--- src/rtl/tlv_command_deframer_assert.svh ---
// Assertion macros for the deframer, clocked on clock, off during reset.
`ifndef TLV_COMMAND_DEFRAMER_ASSERT_SVH
`define TLV_COMMAND_DEFRAMER_ASSERT_SVH

// Condition must never hold.
`define TLVCD_ASSERT_NEVER(label, cond, msg) \
   label: assert property (@(posedge clock) disable iff (reset) !(cond)) \
      else $error(msg);

// Antecedent implies consequent in the same cycle.
`define TLVCD_ASSERT_IMPLIES(label, ante, cons, msg) \
   label: assert property (@(posedge clock) disable iff (reset) (ante) |-> (cons)) \
      else $error(msg);

`endif

--- src/rtl/tlvcd_pkg.sv ---
package tlvcd_pkg;

   typedef enum logic [2:0] {
      ACT_NONE   = 3'd0,
      ACT_REBOOT = 3'd1,
      ACT_MODE   = 3'd2,
      ACT_BRIGHT = 3'd3,
      ACT_VOLUME = 3'd4
   } action_kind_type;

   typedef enum logic [1:0] {
      FAULT_OK          = 2'd0,
      FAULT_BAD_MODE    = 2'd1,
      FAULT_UNSUPPORTED = 2'd2
   } fault_type;

   typedef enum logic [1:0] {
      TAIL_CLEAN     = 2'd0,
      TAIL_HEADER    = 2'd1,
      TAIL_TRUNCATED = 2'd2
   } tail_type;

   localparam logic [15:0] ID_REBOOT = 16'd101;
   localparam logic [15:0] ID_MODE   = 16'd102;
   localparam logic [15:0] ID_BRIGHT = 16'd103;
   localparam logic [15:0] ID_VOLUME = 16'd104;

   localparam logic [2:0] HDR_ID_LO  = 3'd0;
   localparam logic [2:0] HDR_ID_HI  = 3'd1;
   localparam logic [2:0] HDR_LEN_LO = 3'd3;
   localparam logic [2:0] HDR_LEN_HI = 3'd4;

   localparam logic [15:0] WORD_BYTES = 16'd4;
   localparam logic [31:0] MODE_MAX   = 32'd4;

   localparam int          CSR_ADDR_W = 4;
   localparam logic [1:0]  REG_BRIGHT_FLOOR   = 2'd0;
   localparam logic [1:0]  REG_BRIGHT_CEILING = 2'd1;
   localparam logic [1:0]  REG_VOLUME_FLOOR   = 2'd2;
   localparam logic [1:0]  REG_VOLUME_CEILING = 2'd3;

   typedef struct packed {
      logic            frame_done;
      logic [15:0]     frame_ident;
      action_kind_type action_kind;
      logic [7:0]      action_value;
      fault_type       frame_fault;
      logic            payload_over;
      logic            payload_ok;
      tail_type        tail_state;
   } result_type;

   function automatic logic [7:0] clamp_level(logic [31:0] word, logic [7:0] lo,
                                              logic [7:0] hi);
      logic [31:0] r;
      if (word[31] || (word < {24'h000000, lo})) r = {24'h000000, lo};
      else r = word;
      if (r > {24'h000000, hi}) r = {24'h000000, hi};
      return r[7:0];
   endfunction

endpackage

--- src/rtl/tlv_command_deframer.sv ---
// TLV command deframer.
// Input channel req_: one payload byte per transfer, req_end_of_payload on the
// final byte. Frames are id (16b LE), type byte, length (16b LE), value.
// Result channel rsp_: one result on a byte that completes a frame or ends the
// payload, no result otherwise.
// Each result is registered in the result queue before it appears on rsp_.
// Throughput: one byte per cycle while req_ready is high; the per-byte parser
// update is a single pass from the state registers to the result register.
// A two-entry result queue (output register plus skid) sits at rsp_; while
// the receiver stalls, bytes keep being taken until the skid entry fills,
// then req_ready drops until a result leaves.
// Configuration: APB-style csr_ port, four 8-bit limit registers at byte
// addresses 0, 4, 8, 12; write only while idle.
// Reset (synchronous, active high) clears the parser and the queue and loads
// the default limits; a payload end also clears the parser state.
`include "tlv_command_deframer_assert.svh"

module tlv_command_deframer import tlvcd_pkg::*; (
   input  logic                  clock,
   input  logic                  reset,
   input  logic                  req_valid,
   output logic                  req_ready,
   input  logic [7:0]            req_data_byte,
   input  logic                  req_end_of_payload,
   output logic                  rsp_valid,
   input  logic                  rsp_ready,
   output logic                  rsp_frame_done,
   output logic [15:0]           rsp_frame_ident,
   output logic [2:0]            rsp_action_kind,
   output logic [7:0]            rsp_action_value,
   output logic [1:0]            rsp_frame_fault,
   output logic                  rsp_payload_over,
   output logic                  rsp_payload_ok,
   output logic [1:0]            rsp_tail_state,
   input  logic                  csr_psel,
   input  logic                  csr_penable,
   input  logic                  csr_pwrite,
   input  logic [CSR_ADDR_W-1:0] csr_paddr,
   input  logic [31:0]           csr_pwdata,
   output logic [31:0]           csr_prdata,
   output logic                  csr_pready
);

   logic [7:0]  bright_floor_ff, bright_ceiling_ff, volume_floor_ff, volume_ceiling_ff;
   logic        phase_ff, phase_in;
   logic [2:0]  hcnt_ff, hcnt_in;
   logic [15:0] ident_ff, ident_in;
   logic [15:0] len_ff, len_in;
   logic [15:0] vcnt_ff, vcnt_in;
   logic [31:0] word_ff, word_in;
   logic        seen_ff, seen_in;
   logic        reboot_ff, reboot_in;
   logic        complete, has_result, four;
   result_type  res;
   result_type  head_ff, head_in, skid_ff, skid_in;
   logic        head_v_ff, head_v_in, skid_v_ff, skid_v_in;
   logic        accept, push, pop, csr_write;

   assign csr_pready = 1'b1;
   assign csr_write  = csr_psel && csr_penable && csr_pwrite && csr_pready;

   always_comb begin
      case (csr_paddr[3:2])
         REG_BRIGHT_FLOOR:   csr_prdata = {24'h000000, bright_floor_ff};
         REG_BRIGHT_CEILING: csr_prdata = {24'h000000, bright_ceiling_ff};
         REG_VOLUME_FLOOR:   csr_prdata = {24'h000000, volume_floor_ff};
         REG_VOLUME_CEILING: csr_prdata = {24'h000000, volume_ceiling_ff};
         default:            csr_prdata = 32'h00000000;
      endcase
   end

   always_ff @(posedge clock) begin
      if (reset) begin
         bright_floor_ff   <= 8'd0;
         bright_ceiling_ff <= 8'd255;
         volume_floor_ff   <= 8'd0;
         volume_ceiling_ff <= 8'd100;
      end else if (csr_write) begin
         case (csr_paddr[3:2])
            REG_BRIGHT_FLOOR:   bright_floor_ff   <= csr_pwdata[7:0];
            REG_BRIGHT_CEILING: bright_ceiling_ff <= csr_pwdata[7:0];
            REG_VOLUME_FLOOR:   volume_floor_ff   <= csr_pwdata[7:0];
            REG_VOLUME_CEILING: volume_ceiling_ff <= csr_pwdata[7:0];
            default: ;
         endcase
      end
   end

   always_comb begin
      phase_in  = phase_ff;
      hcnt_in   = hcnt_ff;
      ident_in  = ident_ff;
      len_in    = len_ff;
      vcnt_in   = vcnt_ff;
      word_in   = word_ff;
      seen_in   = seen_ff;
      reboot_in = reboot_ff;
      complete  = 1'b0;
      res       = '0;
      if (!reboot_ff) begin
         if (!phase_ff) begin
            case (hcnt_ff)
               HDR_ID_LO:  ident_in = {8'h00, req_data_byte};
               HDR_ID_HI:  ident_in = {req_data_byte, ident_ff[7:0]};
               HDR_LEN_LO: len_in   = {8'h00, req_data_byte};
               HDR_LEN_HI: len_in   = {req_data_byte, len_ff[7:0]};
               default: ;
            endcase
            if (hcnt_ff == HDR_LEN_HI) begin
               hcnt_in = HDR_ID_LO;
               vcnt_in = 16'd0;
               word_in = 32'd0;
               if (len_in == 16'd0) complete = 1'b1;
               else phase_in = 1'b1;
            end else begin
               hcnt_in = hcnt_ff + 3'd1;
            end
         end else begin
            if (vcnt_ff < WORD_BYTES) begin
               word_in = word_ff | ({24'h000000, req_data_byte} << {vcnt_ff[1:0], 3'b000});
            end
            vcnt_in = vcnt_ff + 16'd1;
            if (vcnt_in == len_ff) begin
               phase_in = 1'b0;
               complete = 1'b1;
            end
         end
      end
      four = len_in >= WORD_BYTES;
      if (complete) begin
         res.frame_done  = 1'b1;
         res.frame_ident = ident_in;
         seen_in         = 1'b1;
         case (ident_in)
            ID_REBOOT: begin
               if ((len_in != 16'd0) && (word_in[7:0] != 8'h00)) begin
                  res.action_kind = ACT_REBOOT;
                  reboot_in       = 1'b1;
               end
            end
            ID_MODE: begin
               if (four) begin
                  if (word_in <= MODE_MAX) begin
                     res.action_kind  = ACT_MODE;
                     res.action_value = word_in[7:0];
                  end else begin
                     res.frame_fault = FAULT_BAD_MODE;
                  end
               end
            end
            ID_BRIGHT: begin
               if (four) begin
                  res.action_kind  = ACT_BRIGHT;
                  res.action_value = clamp_level(word_in, bright_floor_ff, bright_ceiling_ff);
               end
            end
            ID_VOLUME: begin
               if (four) begin
                  res.action_kind  = ACT_VOLUME;
                  res.action_value = clamp_level(word_in, volume_floor_ff, volume_ceiling_ff);
               end
            end
            default: res.frame_fault = FAULT_UNSUPPORTED;
         endcase
      end
      has_result = complete || req_end_of_payload;
      if (req_end_of_payload) begin
         res.payload_over = 1'b1;
         res.payload_ok   = seen_in;
         if (reboot_in) res.tail_state = TAIL_CLEAN;
         else if (phase_in) res.tail_state = TAIL_TRUNCATED;
         else if (hcnt_in != HDR_ID_LO) res.tail_state = TAIL_HEADER;
         else res.tail_state = TAIL_CLEAN;
         phase_in  = 1'b0;
         hcnt_in   = 3'd0;
         ident_in  = 16'd0;
         len_in    = 16'd0;
         vcnt_in   = 16'd0;
         word_in   = 32'd0;
         seen_in   = 1'b0;
         reboot_in = 1'b0;
      end
   end

   assign req_ready = !skid_v_ff;
   assign accept    = req_valid && req_ready;
   assign push      = accept && has_result;
   assign pop       = head_v_ff && rsp_ready;

   always_comb begin
      head_in   = head_ff;
      skid_in   = skid_ff;
      head_v_in = head_v_ff;
      skid_v_in = skid_v_ff;
      if (pop) begin
         if (skid_v_ff) begin
            head_in   = skid_ff;
            skid_v_in = 1'b0;
         end else begin
            head_v_in = 1'b0;
         end
      end
      if (push) begin
         if (!head_v_in) begin
            head_in   = res;
            head_v_in = 1'b1;
         end else begin
            skid_in   = res;
            skid_v_in = 1'b1;
         end
      end
   end

   always_ff @(posedge clock) begin
      if (reset) begin
         phase_ff  <= 1'b0;
         hcnt_ff   <= 3'd0;
         ident_ff  <= 16'd0;
         len_ff    <= 16'd0;
         vcnt_ff   <= 16'd0;
         word_ff   <= 32'd0;
         seen_ff   <= 1'b0;
         reboot_ff <= 1'b0;
         head_v_ff <= 1'b0;
         skid_v_ff <= 1'b0;
      end else begin
         if (accept) begin
            phase_ff  <= phase_in;
            hcnt_ff   <= hcnt_in;
            ident_ff  <= ident_in;
            len_ff    <= len_in;
            vcnt_ff   <= vcnt_in;
            word_ff   <= word_in;
            seen_ff   <= seen_in;
            reboot_ff <= reboot_in;
         end
         head_v_ff <= head_v_in;
         skid_v_ff <= skid_v_in;
      end
   end

   always_ff @(posedge clock) begin
      head_ff <= head_in;
      skid_ff <= skid_in;
   end

   assign rsp_valid        = head_v_ff;
   assign rsp_frame_done   = head_ff.frame_done;
   assign rsp_frame_ident  = head_ff.frame_ident;
   assign rsp_action_kind  = head_ff.action_kind;
   assign rsp_action_value = head_ff.action_value;
   assign rsp_frame_fault  = head_ff.frame_fault;
   assign rsp_payload_over = head_ff.payload_over;
   assign rsp_payload_ok   = head_ff.payload_ok;
   assign rsp_tail_state   = head_ff.tail_state;

   `TLVCD_ASSERT_NEVER(a_skid_without_head, skid_v_ff && !head_v_ff, "skid entry without head entry")
   `TLVCD_ASSERT_IMPLIES(a_action_needs_frame, rsp_valid && (rsp_action_kind != ACT_NONE), rsp_frame_done, "action on a result without a finished frame")
   `TLVCD_ASSERT_IMPLIES(a_end_fields_only_at_end, rsp_valid && !rsp_payload_over, !rsp_payload_ok && (rsp_tail_state == TAIL_CLEAN), "payload end fields set before payload end")
   `TLVCD_ASSERT_IMPLIES(a_reboot_at_boundary, reboot_ff, !phase_ff && (hcnt_ff == HDR_ID_LO), "reboot latched inside a frame")

endmodule
--- config.mk ---
export PLATFORM = sky130hd
export DESIGN_NAME = tlv_command_deframer
export DESIGN_NICKNAME = d
export VERILOG_FILES = /design/src/rtl/tlvcd_pkg.sv /design/src/rtl/tlv_command_deframer.sv
export VERILOG_INCLUDE_DIRS = /design/src /design/src/rtl
export SDC_FILE = /design/constraint.sdc
export NUM_CORES = 1
export LEC_CHECK = 0
export ABC_AREA = 1
export BUFFER_PORTS_ARGS = -buffer_cell sky130_fd_sc_hd__buf_2
export CORE_MARGIN = 8
export CORE_UTILIZATION = 46
export CTS_CLUSTER_SIZE = 40
export DETAILED_ROUTE_END_ITERATION = 7
export GPL_TIMING_DRIVEN = 0
export PLACE_DENSITY = 0.67
export SLEW_MARGIN = 0
export SYNTH_ARGS = -nofsm -noshare
export SYNTH_HDL_FRONTEND = slang
export SYNTH_SLANG_ARGS = --single-unit
--- constraint.sdc ---
create_clock -name clock -period 5.6 [get_ports clock]
set_input_delay 0.56 -clock clock [delete_from_list [all_inputs] [get_ports clock]]
set_output_delay 0.56 -clock clock [all_outputs]
set_load 0.01 [all_outputs]
Word level (Yosys, flattened, before mapping)
Cells that the tools add are included.
{"block": "totals", "out_inout_bits": 69, "register_bits": 188, "input_bits": 52}
{"block": "op_classes", "n_lt_le_gt_ge": 7, "bitwise_logic": 1, "reduce_logical": 24, "eq_ne": 12, "n_addsub": 2, "n_mux": 75, "n_shift": 1}
{"op": "$mux 32", "n": 13}
{"op": "$mux 16", "n": 12}
{"op": "$mux 34", "n": 4}
{"op": "$pmux 32 s4", "n": 1}
{"op": "$eq 16x7->1 const B", "n": 4}
{"op": "$gt 32x8->1", "n": 2}
{"op": "$lt 32x8->1", "n": 2}
{"op": "$pmux 16 s2", "n": 2}
{"op": "$le 32x3->1 const B", "n": 1}
{"op": "$or 32x32->32", "n": 1}
{"op": "$shl 8x5->32", "n": 1}
{"op": "$mux 30", "n": 1}
{"op": "$mux 1", "n": 26}
{"op": "$pmux 8 s3", "n": 1}
{"op": "$mux 10", "n": 2}
{"op": "$add 16x1->16 const B", "n": 1}
{"op": "$eq 16x16->1", "n": 1}
{"op": "$ge 16x3->1 const B", "n": 1}
{"op": "$logic_not 16->1", "n": 1}
{"op": "$lt 16x3->1 const B", "n": 1}
{"op": "$mux 8", "n": 2}
{"op": "$reduce_bool 16->1", "n": 1}
{"op": "$mux 13", "n": 1}
{"op": "$mux 3", "n": 4}
{"op": "22 further kinds", "n": 36}

Logic depth before layout (Yosys ltp)
Gate-level depths: netlist of run 1.
{"block": "logic_depth", "word_depth": 18, "depth_mapped": 35}

Least setup slack after synthesis of run 1
OpenSTA, ideal clock, no wires.
{"block": "synth_timing", "path_type": "register to register", "start": "register hcnt_ff[1]", "end": "register skid_ff[7] (netlist bit), data pin", "required_ns": 5.349, "setup_ns": 0.251, "period_less_slack_ns": 4.636, "arrival_ns": 4.385, "stages_incl_launch_ff": 33, "setup_slack_ns": 0.964, "path_buffers": 3, "path_cell_list": "dfxtp_1 > inv_1 > ha_1 > nand2_1 > nor2_8 > inv_2 > buf_2 > buf_2 > a22oi_1 > inv_1 > ha_1 > nand2_1 > o21bai_1 > nand2_1 > nand2_1 > nand3_1 > nand2_1 > buf_4 > o21ai_0 > inv_1 > ha_1 > a21oi_1 > o21ai_0 > a21oi_1 > o211ai_1 > o41ai_1 > nand2_2 > inv_1 > nand2_1 > nand3_1 > o211ai_1 > nand2_1 > inv_1"}
{"item": "start, declared", "line_no": "tlv_command_deframer.sv:46", "rtl": "logic [2:0] hcnt_ff, hcnt_in;"}
{"item": "start signal, assigned", "line_no": "tlv_command_deframer.sv:229", "rtl": "hcnt_ff <= hcnt_in;"}
{"item": "end signal, assigned", "line_no": "tlv_command_deframer.sv:244", "rtl": "skid_ff <= skid_in;"}
{"item": "end, declared", "line_no": "tlv_command_deframer.sv:55", "rtl": "result_type head_ff, head_in, skid_ff, skid_in;"}

==> results.md, run 1 <==
Clock network:
- The root buffer cell chosen for the clock tree is clkbuf_16.
- The clock insertion delay at the later pin of the skew report is 0.45 ns.
- The TritonCTS clock tree is built.
- No sink is reached through more buffers than the 2 on the longest clock path.
- The tree built by TritonCTS fans out to 188 sinks.
- The H-tree generated during clock tree synthesis spans 4 levels.
- Clock-pin slew was measured on the worst setup and hold paths at 0.08 ns.
- The number of clock buffers added by TritonCTS is 17.

Yosys:
- Counting flops with a built-in enable in the synthesized netlist gives 34.
- In this run, distinct cell masters in the synthesized netlist total 49.
- The cell type with the largest total area after synthesis is dfxtp_1.
- The warning count from the yosys run is 0.
- Of all flip-flops after synthesis, the portion carrying an async set or reset was 0.
- For this run, the leading register cell type out of synthesis is dfxtp_1.
- The sequential cell area fraction in the yosys report is 0.366.
- By area the synthesized netlist is led by dfxtp_1, nand2_1, edfxtp_1.
- The top-area cell type share of the netlist area is 0.275.
- After technology mapping, the gate count stands at 1659.
- In this run the mean area of a mapped cell was 6.76 sq um.
- The cell area that synthesis handed to floorplanning was 11200 sq um.
- The synthesized design contains 188 register bits.

Final layout:
- The number of nets in the final layout is 1864.
- Leaving out fill and tap cells, the most frequent cells in the layout are nand2_1, inv_1, dfxtp_1, a21oi_1, nor2_1.
- The number of antenna diodes in the final layout is 0.
- The filler cells instantiated in the layout total 2427.
- The fraction of layout cells with a size suffix above 1 is 0.115.
- Relative to the synthesized area, the layout overhead comes to 14.1%.
- Leaving out fill and tap cells, the most frequent cell in the layout is nand2_1.

Detailed routing:
- The DRC marker count from the first detailed-route iteration is 993.
- The number of vias after detailed routing is 11100.
- The number of nets with antenna violations after detailed routing is 0.
- The detailed-route wire length per cell is 15.7 um.
- For this run, design rule violations remaining after detail routing come to 0.
- The number of iterations in the first detailed-routing pass is 6.
- The routed wire length is 33200 um.
- After detailed routing, the number of vias per cell comes to 5.23.

Place:
- The count of buffers inserted at the top-level ports is 68.
- Routability-driven placement finished with a final weighted congestion of 0.950.
- The placed wire-length estimate is 25300 um.

Timing:
- In this run the tightest slew margin relative to its limit is 0.302.
- The final clock skew is 0.0148 ns.
- For the pin with the worst max-slew slack, the measured transition is 1.04 ns.
- The achievable clock frequency is 195 MHz.
- The final critical-path required period is 5.14 ns.
- The final-report setup violation count is 0.
- The number of hold violations in the final report is 0.
- The final total negative setup slack is 0 ns.
- The final number of max-transition violations was 0.
- In the finished design, the share of the clock period the worst path needs comes to 0.917.

Die:
- The die extent in y is 172 um.
- After floorplanning, the core was divided into 57 placement rows.
- From left edge to right edge, the die measures 172 um.
- The floorplan step defined a die boundary enclosing 29600 sq um.
- The floorplan step defined a core boundary enclosing 24100 sq um.
- The initial core utilization is 0.465.
- Pin placement for this block handled 121 I/O pins.

Critical path:
- The worst-path maximum fanout is 10.
- The startpoint of the worst-slack reg-to-reg timing path is phase_ff.
- The sort of element at the start of the critical path is a flop.
- The worst register-to-register path has a depth of 33.
- The register-to-register setup slack is 0.46 ns.
- The endpoint required time on the critical path is 5.81 ns.
- The endpoint identified for the worst register-to-register timing path is skid_ff[7].
- The critical path class is flop to flop.
- The maximum single-stage delay on the critical path is 0.40 ns.
- The slowest stage of the critical path is the dfxtp_1 cell.
- The type of destination of the critical path is a flop.
- By instance count, the cell type seen most on the critical path is nand2_1.
- Data on the critical path arrives at its endpoint at 5.35 ns.

Global route:
- The via count of the first global-routing pass is 10200.
- The first-pass GRT wire length is 52400 um.
- Entering global routing, the biggest net connects 35 pins.
- The global routing usage summed across all routing layers is 0.223.
- The overall overflow remaining after global route is 0.
- The initial antenna violation count was 0.

Min path:
- The startpoint of the worst hold path is req_end_of_payload.
- The end point of the worst hold path is skid_ff[3].
- Along the worst hold path, the cell count comes to 1.
- The tightest min-delay check is of the input port to flop type.

Power:
- The design draws 3100 uW.
- For this design the ratio of total power to cell area is 242 nW/um^2.
- The worst-case IR drop observed on VDD is 0.175 mV.
- For this design the static power due to leakage is 0.00583 uW.

Status:
- The flow ran to the end, and the final reports show no timing, DRC or antenna violations.

Run:
- The number of maximum-capacitance violations is 0.
synthesized netlist by cell type, types with 4 or more instances:
master	number
o211ai_1	14
inv_1	220
nand3_1	88
edfxtp_1	34
nand2_1	465
buf_4	26
dfxtp_1	154
nand2_2	7
a22oi_1	10
nor2_1	116
nor2_2	7
o21ai_0	109
nand3_2	4
nor3_2	4
inv_2	7
a21oi_1	129
xnor2_1	4
xor2_1	14
nand4_1	23
or2_2	10
clkinv_1	4
ha_1	35
buf_2	12
o22ai_1	35
o21ai_1	15
nor4_1	7
mux2i_1	18
clkbuf_1	43
nor3_1	9
worst max-delay path, delay by kind of cell (launching register included):
family / cells / cell delay [ns]
buffers and inverters: 11 / 1.41
adders and majority gates: 2 / 0.58
DFF: 1 / 0.40
and+or+nand+nor: 14 / 1.50
AOI/OAI and AO/OA: 6 / 0.96
metal layers:
| layer | track usage | vias up | wire length [um] |
|---|---|---|---|
| met4 | 0.0776 | 0 | 822 |
| met3 | 0.0304 | 53 | 2190 |
| li1 | - | 5588 | - |
| met5 | 0 | - | 0 |
| met1 | 0.291 | 5031 | 15000 |
| met2 | 0.372 | 386 | 15200 |
state kept, by name, summed over array words and instances (netlist names), 16 cells and up:
register	cells
len_ff	16
ident_ff	16
rsp_frame_ident	16
skid_ff	34
vcnt_ff	16
word_ff	32
per-stage QoR:
| step | hold WS, ns | setup slack, ns | cell area, sq um | utilization | std cells |
|---|---|---|---|---|---|
| after floorplan | 0.442 | 0.964 | 11300 | - | 1682 |
| after global placement | 0.450 | -0.0435 | 12000 | 0.500 | 2074 |
| after detailed placement | 0.454 | -0.135 | 12000 | 0.500 | 2074 |
| after CTS | 0.310 | 0.0513 | 12700 | 0.525 | 2106 |
| after global routing | 0.313 | -0.00462 | 12800 | 0.531 | 2114 |
| final | 0.318 | 0.463 | 12800 | 0.531 | 2114 |
final cells by class:
cell class / count / area, sq um / area share
multi-input combinational: 1178 / 5940 / 0.464
sequential: 188 / 4100 / 0.321
inverter: 231 / 870 / 0.0680
buffer: 85 / 459 / 0.0359
clock buffer: 17 / 425 / 0.0332
timing repair buffer: 76 / 413 / 0.0323
tap: 324 / 405 / 0.0317
clock inverter: 15 / 185 / 0.0145
worst max-delay path by stage:
stage	endpoint	start	cells after the start
2_1_floorplan	skid_ff[7]	hcnt_ff[1]	32
3_3_place_gp	skid_ff[7]	hcnt_ff[1]	32
3_5_place_dp	skid_ff[7]	hcnt_ff[1]	32
4_1_cts	skid_ff[7]	hcnt_ff[0]	33
5_1_grt	skid_ff[7]	hcnt_ff[1]	34
6_report	skid_ff[7]	phase_ff	33
power breakdown:
group / internal, uW / switching (uW)
sequential: 1410 / 20.9
clock: 615 / 657
combinational: 131 / 268
cells by family (layout without fill, tap and decap cells):
kind of cell / after synthesis / in the layout / synth area share
AND/OR/NAND/NOR: 755 / 755 / 0.287
other: 2 / 25 / 0.000670
XOR/XNOR: 18 / 18 / 0.0141
adder cells (fa/ha/maj): 35 / 35 / 0.0390
multiplexers: 18 / 18 / 0.0161
AO/OA/AOI/OAI: 327 / 327 / 0.159
flip-flops: 188 / 188 / 0.366
buffers and inverters: 316 / 424 / 0.118
repair_timing:
| action | 4_1_cts | 5_1_grt |
|---|---|---|
| setup endpoints to repair | 15 | 16 |
| buffers inserted | 0 | 7 |
| pin swaps | 0 | 3 |
| gates resized for setup | 2 | 19 |
| hold buffers | 0 | 0 |
(Power assumes the default switching activity.)
==> inputs of run 2 (changes only) <==
--- a/config.mk
+++ b/config.mk
@@ -13,7 +13,7 @@
 export CTS_CLUSTER_SIZE = 40
 export DETAILED_ROUTE_END_ITERATION = 7
 export GPL_TIMING_DRIVEN = 0
-export PLACE_DENSITY = 0.67
+export PLACE_DENSITY = 0.69
 export SLEW_MARGIN = 0
 export SYNTH_ARGS = -nofsm -noshare
 export SYNTH_HDL_FRONTEND = slang
==> constraint.sdc (replaced) <==
create_clock -name clock -period 4.4 [get_ports clock]
set_input_delay 0.44 -clock clock [delete_from_list [all_inputs] [get_ports clock]]
set_output_delay 0.44 -clock clock [all_outputs]
set_load 0.01 [all_outputs]
==> results.md, run 2 (synthesized netlist as in run 1, its figures left out) <==
Power:
- The maximum resistive drop on vdd is 0.203 mV (was 0.175 mV).
- The overall power consumption was 4070 uW (was 3100 uW).
- The static leakage is 0.00612 uW (was 0.00583 uW).
- The total power density per cell area is 300 nW/um^2 (was 242 nW/um^2).

Critical path:
- The worst setup path startpoint is hcnt_ff[0] (was phase_ff).
- The maximum single-stage delay on the critical path is 0.34 ns (was 0.40 ns).
- The library cell appearing most often on the critical path is nand2_1 (unchanged).
- The arrival time at the worst endpoint was 4.65 ns (was 5.35 ns).
- The critical path class was flop to flop (unchanged).
- The path depth of the worst reg2reg path came to 29 (was 33).
- The endpoint required time on the critical path is 4.62 ns (was 5.81 ns).
- The worst-path maximum fanout was 8 (was 10).
- The slowest cell on the critical path is dfxtp_2 (was dfxtp_1).
- The capture instance of the worst register-to-register path is skid_ff[7] (unchanged).
- The register-to-register setup slack is -0.04 ns (was 0.46 ns).
- The sort of element at the start of the critical path is a flop (unchanged).
- The startpoint of the worst-slack reg-to-reg timing path is hcnt_ff[0] (was phase_ff).
- The endpoint of the most critical setup path is skid_ff[7] (unchanged).
- The type of destination of the critical path is a flop (unchanged).

Final layout:
- The sequential standard cell area came to 4110 sq um (was 4100 sq um).
- The area of all placed cells without fillers is 13600 sq um (was 12800 sq um).
- The count of antenna diodes in the layout is 0 (unchanged).
- The area added between synthesis and finish is 21.1% (was 14.1%).
- The flip-flop count of the largest register, all copies and words added was 34 (unchanged).
- The commonest non-fill, non-tap cell in the layout is nand2_1 (unchanged).
- Commonest cells after routing, fill and taps aside: nand2_1, inv_1, dfxtp_1, a21oi_1, nor2_1 (unchanged).
- The fill cell instance count of the final layout is 2332 (was 2427).
- Top Registers: skid_ff: 34 flops, word_ff: 32 flops (unchanged).
- The combined area of the multi-input logic cells is 6310 sq um (was 5940 sq um).
- The utilization after layout was 0.564 (was 0.531).
- The number of nets in the final layout is 1906 (was 1864).
- The most flop-heavy register is skid_ff (unchanged).
- The fraction of layout cells with a size suffix above 1 is 0.180 (was 0.115).

Timing:
- The post-layout worst setup margin is -0.0351 ns (was 0.463 ns).
- The number of hold violations in the final report is 0 (unchanged).
- The part of the cycle the worst path needs is 1.01 (was 0.917).
- The final clock skew is 0.0155 ns (was 0.0148 ns).
- The final total negative setup slack was -0.0938 ns (was 0 ns).
- The worst max-slew margin expressed relative to the limit is 0.232 (was 0.302).
- The tightest hold margin is 0.192 ns (was 0.318 ns).
- The final-report setup violation count is 5 (was 0).
- The final critical-path required period is 4.44 ns (was 5.14 ns).
- The achievable clock frequency is 225 MHz (was 195 MHz).
- The slew at the pin closest to its max-slew limit is 1.14 ns (was 1.04 ns).
- Setup repair after global routing could not meet its margin everywhere.
- The final number of max-transition violations is 0 (unchanged).

Die:
- The die extent in y is 172 um (unchanged).
- The area of the core is 24100 sq um (unchanged).
- The horizontal die dimension is 172 um (unchanged).
- The total number of placement rows came to 57 (unchanged).
- The initial core utilization is 0.465 (unchanged).
- The die area is 29600 sq um (unchanged).
- The top-level I/O count is 121 (unchanged).

Global route:
- The busiest layer in global routing is met2 (unchanged).
- The met1 demand-to-capacity share in global routing is 0.298 (was 0.291).
- The via count of the first global-routing pass is 10400 (was 10200).
- The first-pass GRT wire length is 53100 um (was 52400 um).
- The overall overflow remaining after global route is 0 (unchanged).
- The met2 track utilization from global routing is 0.368 (was 0.372).
- The initial antenna violation count was 0 (unchanged).
- The largest net degree at the start of global routing is 35 (unchanged).
- The global routing usage summed across all routing layers is 0.226 (was 0.223).
- The met3 demand-to-capacity share in global routing is 0.0347 (was 0.0304).

Status:
- Run status: complete, but fails checks (was complete, no violations).
- The checks that failed: negative setup slack.

Min path:
- The worst min-delay path category is input port to flop (unchanged).
- The number of cells on the worst hold path was 1 (unchanged).

Clock network:
- The worst-case clock buffer depth came to 2 (unchanged).
- The number of sinks handled by clock tree synthesis is 188 (unchanged).
- The CTS root buffer is clkbuf_16 (unchanged).
- The number of H-tree levels is 4 (unchanged).
- The clock insertion delay at the later pin of the skew report is 0.45 ns (about the same).
- The number of buffers added by the clock tree synthesis step is 17 (unchanged).
- The clock transition at the registers of the reported paths was 0.09 ns (was 0.08 ns).
- The number of hold buffers added after CTS is 0 (unchanged).
- The TritonCTS clock tree is built (unchanged).

Place:
- The placed wire-length estimate came to 25100 um (was 25300 um).
- The final weighted congestion in routability-driven placement is 0.947 (was 0.950).
- The count of buffers inserted at the top-level ports is 68 (unchanged).
- The area of placed instances was 12100 sq um (was 12000 sq um).

Detailed routing:
- The number of vias per cell was 5.33 (was 5.23).
- The post-detailed-route DRC marker count is 0 (unchanged).
- The number of iterations in the first detailed-routing pass came to 7 (was 6).
- The DRC marker count from the first detailed-route iteration came to 1061 (was 993).
- The routed wire length came to 34300 um (was 33200 um).
- The detailed-route wire length per cell is 15.9 um (was 15.7 um).
- The number of nets with antenna violations after detailed routing came to 0 (unchanged).
- The number of vias after detailed routing is 11500 (was 11100).

Run:
- The number of maximum-capacitance violations is 0 (unchanged).
## run 2: area by class of cell
class | count | share of cell area
Buffer | 85 | 0.0370
Clock buffer | 17 | 0.0313
Clock inverter | 15 | 0.0154
Inverter | 231 | 0.0647
Multi-Input combinational cell | 1178 | 0.465
Sequential cell | 188 | 0.303
Tap cell | 324 | 0.0298
Timing Repair Buffer | 118 | 0.0545
## run 2: worst min-delay path by stage
stage                              to          startpoint
after floorplan           word_ff[15]         word_ff[15]
after global placement     word_ff[8]          word_ff[8]
after detailed placement  word_ff[15]         word_ff[15]
after CTS                  skid_ff[3]  req_end_of_payload
after global routing       skid_ff[3]  req_end_of_payload
final                      skid_ff[3]  req_end_of_payload
## run 2: critical path: cells and delay by family, from the launching register on
family | cells | cell delay (ns)
simple gates | 12 | 1.12
compound gates | 5 | 1.04
buf+inv | 9 | 0.97
fa+ha+maj | 3 | 0.72
flops | 1 | 0.34
## run 2: metal layers
layer	part of all wire	vias up
li1	-	5676
met1	0.44	5264
met2	0.46	467
met3	0.074	80
met4	0.033	0
met5	0	-
## run 2: timing repair
| item | CTS | global route |
|---|---|---|
| cloned | 1 | 2 |
| gates resized for setup | 56 | 81 |
| pin swaps | 14 | 31 |
| setup endpoints to repair | 16 | 16 |
| setup buffers | 20 | 26 |
| endpoints found under the hold margin | 0 | 0 |
## run 2: power by group
part	internal [uW]	switching, uW	leakage [uW]
combinational	206	378	0.00420
clock	800	867	0.000305
sequential	1800	27.4	0.00162
## run 2: per-stage QoR
step                      std cells  worst slack, ns
after floorplan                1682           0.0104
after global placement         2074            -1.03
after detailed placement       2074            -1.05
after CTS                      2127        0.0000715
after global routing           2156           -0.245
final                          2156          -0.0351
==> inputs of run 3 (changes only) <==
--- a/config.mk
+++ b/config.mk
@@ -8,12 +8,15 @@
 export LEC_CHECK = 0
 export ABC_AREA = 1
 export BUFFER_PORTS_ARGS = -buffer_cell sky130_fd_sc_hd__buf_2
+export CELL_PAD_IN_SITES_DETAIL_PLACEMENT = 1
+export CELL_PAD_IN_SITES_GLOBAL_PLACEMENT = 2
 export CORE_MARGIN = 8
-export CORE_UTILIZATION = 46
+export CORE_UTILIZATION = 31
+export CTS_BUF_LIST = sky130_fd_sc_hd__clkbuf_4
 export CTS_CLUSTER_SIZE = 40
 export DETAILED_ROUTE_END_ITERATION = 7
 export GPL_TIMING_DRIVEN = 0
-export PLACE_DENSITY = 0.69
+export PLACE_DENSITY = 0.81
 export SLEW_MARGIN = 0
 export SYNTH_ARGS = -nofsm -noshare
 export SYNTH_HDL_FRONTEND = slang
==> results.md, run 3 (synthesized netlist as in run 1, its figures left out) <==
Status:
- Run status: complete, but fails checks (unchanged).
- Failing checks: negative setup slack (unchanged).

Detailed routing:
- The detailed-route wire length per cell is 17.6 um (was 15.9 um).
- The post-detailed-route DRC marker count was 0 (unchanged).
- The routed wire length came to 40300 um (was 34300 um).
- The DRC marker count from the first detailed-route iteration is 517 (was 1061).
- The number of vias per cell is 4.92 (was 5.33).
- The number of nets with antenna violations after detailed routing is 0 (unchanged).
- The number of vias after detailed routing came to 11300 (was 11500).
- The number of iterations in the first detailed-routing pass is 4 (was 7).

Timing:
- The slew at the pin closest to its max-slew limit came to 1.11 ns (was 1.14 ns).
- The final clock skew is 0.0408 ns (was 0.0155 ns).
- Unrepaired setup endpoints after global routing: yes (unchanged).
- The final-report setup violation count came to 7 (was 5).
- The part of the cycle the worst path needs is 1.01 (about the same).
- The achievable clock frequency was 225 MHz (about the same).
- The number of hold violations in the final report was 0 (unchanged).
- The final number of max-transition violations is 0 (unchanged).
- The final critical-path required period is 4.45 ns (was 4.44 ns).
- The worst max-slew margin expressed relative to the limit is 0.254 (was 0.232).
- The post-layout worst setup margin is -0.0521 ns (was -0.0351 ns).

Global route:
- The via count of the first global-routing pass is 11600 (was 10400).
- The global routing usage summed across all routing layers is 0.190 (was 0.226).
- The initial antenna violation count was 1 (was 0).
- The overall overflow remaining after global route is 0 (unchanged).
- The first-pass GRT wire length was 63600 um (was 53100 um).
- The largest net degree at the start of global routing was 35 (unchanged).

Place:
- The count of buffers inserted at the top-level ports is 68 (unchanged).
- The area of placed instances came to 12200 sq um (was 12100 sq um).
- The placed wire-length estimate was 31000 um (was 25100 um).
- The final weighted congestion in routability-driven placement is 0.881 (was 0.947).
- The setup slack at placement is -1.34 ns (was -1.05 ns).

Final layout:
- The fraction of layout cells with a size suffix above 1 came to 0.187 (was 0.180).
- The area of all placed cells without fillers is 13600 sq um (about the same).
- The utilization after layout is 0.382 (was 0.564).
- The area added between synthesis and finish is 21.2% (was 21.1%).
- The commonest non-fill, non-tap cell in the layout is nand2_1 (unchanged).
- The most flop-heavy register was skid_ff (unchanged).
- The fill cell instance count of the final layout is 4563 (was 2332).
- Commonest cells after routing, fill and taps aside: nand2_1, inv_1, dfxtp_1, a21oi_1, nor2_1 (unchanged).
- The flip-flop count of the largest register, all copies and words added is 34 (unchanged).
- The number of nets in the final layout is 1908 (was 1906).
- Top Registers: skid_ff: 34 flops, word_ff: 32 flops (unchanged).

Critical path:
- The capture instance of the worst register-to-register path is skid_ff[13] (was skid_ff[7]).
- The maximum single-stage delay on the critical path is 0.39 ns (was 0.34 ns).
- The type of destination of the critical path is a flop (unchanged).
- The worst setup path startpoint is hcnt_ff[0] (unchanged).
- The endpoint required time on the critical path is 4.93 ns (was 4.62 ns).
- The startpoint of the worst-slack reg-to-reg timing path is hcnt_ff[0] (unchanged).
- The register-to-register setup slack is -0.05 ns (was -0.04 ns).
- The slowest cell on the critical path is dfxtp_4 (was dfxtp_2).
- The arrival time at the worst endpoint is 4.98 ns (was 4.65 ns).
- The endpoint of the most critical setup path was skid_ff[13] (was skid_ff[7]).
- The library cell appearing most often on the critical path is inv_4 (was nand2_1).
- The worst-path maximum fanout is 6 (was 8).
- The critical path class is flop to flop (unchanged).
- The sort of element at the start of the critical path is a flop (unchanged).
- The path depth of the worst reg2reg path is 34 (was 29).

Min path:
- The worst min-delay path category is input port to flop (unchanged).

Die:
- The die extent in y is 206 um (was 172 um).
- The area of the core came to 35600 sq um (was 24100 sq um).
- The initial core utilization was 0.315 (was 0.465).
- The die area came to 42500 sq um (was 29600 sq um).
- The horizontal die dimension was 206 um (was 172 um).
- The top-level I/O count is 121 (unchanged).
- The total number of placement rows is 69 (was 57).

Clock network:
- The TritonCTS clock tree is built (unchanged).
- The clock transition at the registers of the reported paths is 0.19 ns (was 0.09 ns).
- The worst-case clock buffer depth is 2 (unchanged).
- The number of sinks handled by clock tree synthesis was 188 (unchanged).
- The clock insertion delay at the later pin of the skew report is 0.67 ns (was 0.45 ns).
- The number of buffers added by the clock tree synthesis step is 17 (unchanged).
- The CTS root buffer is clkbuf_4 (was clkbuf_16).
- The number of H-tree levels is 4 (unchanged).

Run:
- The number of maximum-capacitance violations is 0 (unchanged).

Power:
- The static leakage was 0.00599 uW (was 0.00612 uW).
- The overall power consumption is 3570 uW (was 4070 uW).
- The maximum resistive drop on vdd is 0.218 mV (was 0.203 mV).
- The total power density per cell area came to 263 nW/um^2 (was 300 nW/um^2).
## run 3: cell count changes in the layout (fill, tap and decap cells not counted), sizes merged
cell,previous run,this run
clkinvlp,0,2
bufinv,0,1
dlygate4sd3,0,1
inv,238,233
buf,159,160
clkinv,8,10
diode,0,2
## run 3: power by group
part	internal [uW]	switching, uW	leakage [uW]
Sequential	1800	28.8	0.00162
Combinational	246	414	0.00420
Clock	321	764	0.000164
## run 3: how the worst min path moves through the flow
stage / cells after the start / to / slack, ns / startpoint
finish: 3 / volume_ceiling_ff[2] / 0.06 / csr_pwdata[2]
floorplan: 2 / word_ff[15] / 0.44 / word_ff[15]
global placement: 2 / word_ff[8] / 0.45 / word_ff[8]
detailed placement: 2 / word_ff[15] / 0.46 / word_ff[15]
CTS: 4 / skid_v_ff / 0.01 / rsp_ready
global route: 4 / skid_v_ff / 0.05 / rsp_ready
## run 3: layer usage
| layer | vias up | routed length (um) | GRT usage |
|---|---|---|---|
| met5 | - | 0 | 0 |
| met2 | 177 | 19300 | 0.325 |
| met4 | 0 | 845 | 0.0550 |
| met1 | 5401 | 19000 | 0.249 |
| met3 | 40 | 1170 | 0.0223 |
| li1 | 5673 | - | - |
## run 3: repair_timing
action,in CTS,in global routing
setup endpoints to repair,16,16
gates cloned,2,1
hold buffers,1,0
pin swaps,14,41
buffers inserted,33,15
endpoints found under the hold margin,1,0
resized for setup,77,91
## run 3: area by class of cell
type,instances,area [sq um],share of cell area
Buffer,84,499,0.0367
Sequential cell,188,4120,0.303
Antenna cell,2,5.00,0.000368
Inverter,231,892,0.0656
Multi-Input combinational cell,1178,6400,0.471
Clock inverter,15,193,0.0142
Tap cell,461,577,0.0424
Clock buffer,17,128,0.00939
Timing Repair Buffer,121,776,0.0571
## run 3: per-stage QoR
stage,hold WS (ns),setup TNS (ns),instances
2_1_floorplan,0.442,0,1682
3_3_place_gp,0.450,-18.57,2211
3_5_place_dp,0.455,-19.39,2211
4_1_cts,0.0136,-0.00810,2278
5_1_grt,0.0495,-4.12,2297
6_report,0.0564,-0.122,2297
## run 3: worst max-delay path, delay by kind of cell, from the launching register on
kind	cells	cell delay, ns
simple gates	14	1.26
compound gates	7	1.04
buf+inv	10	0.92
fa+ha+maj	3	0.67
flops	1	0.39
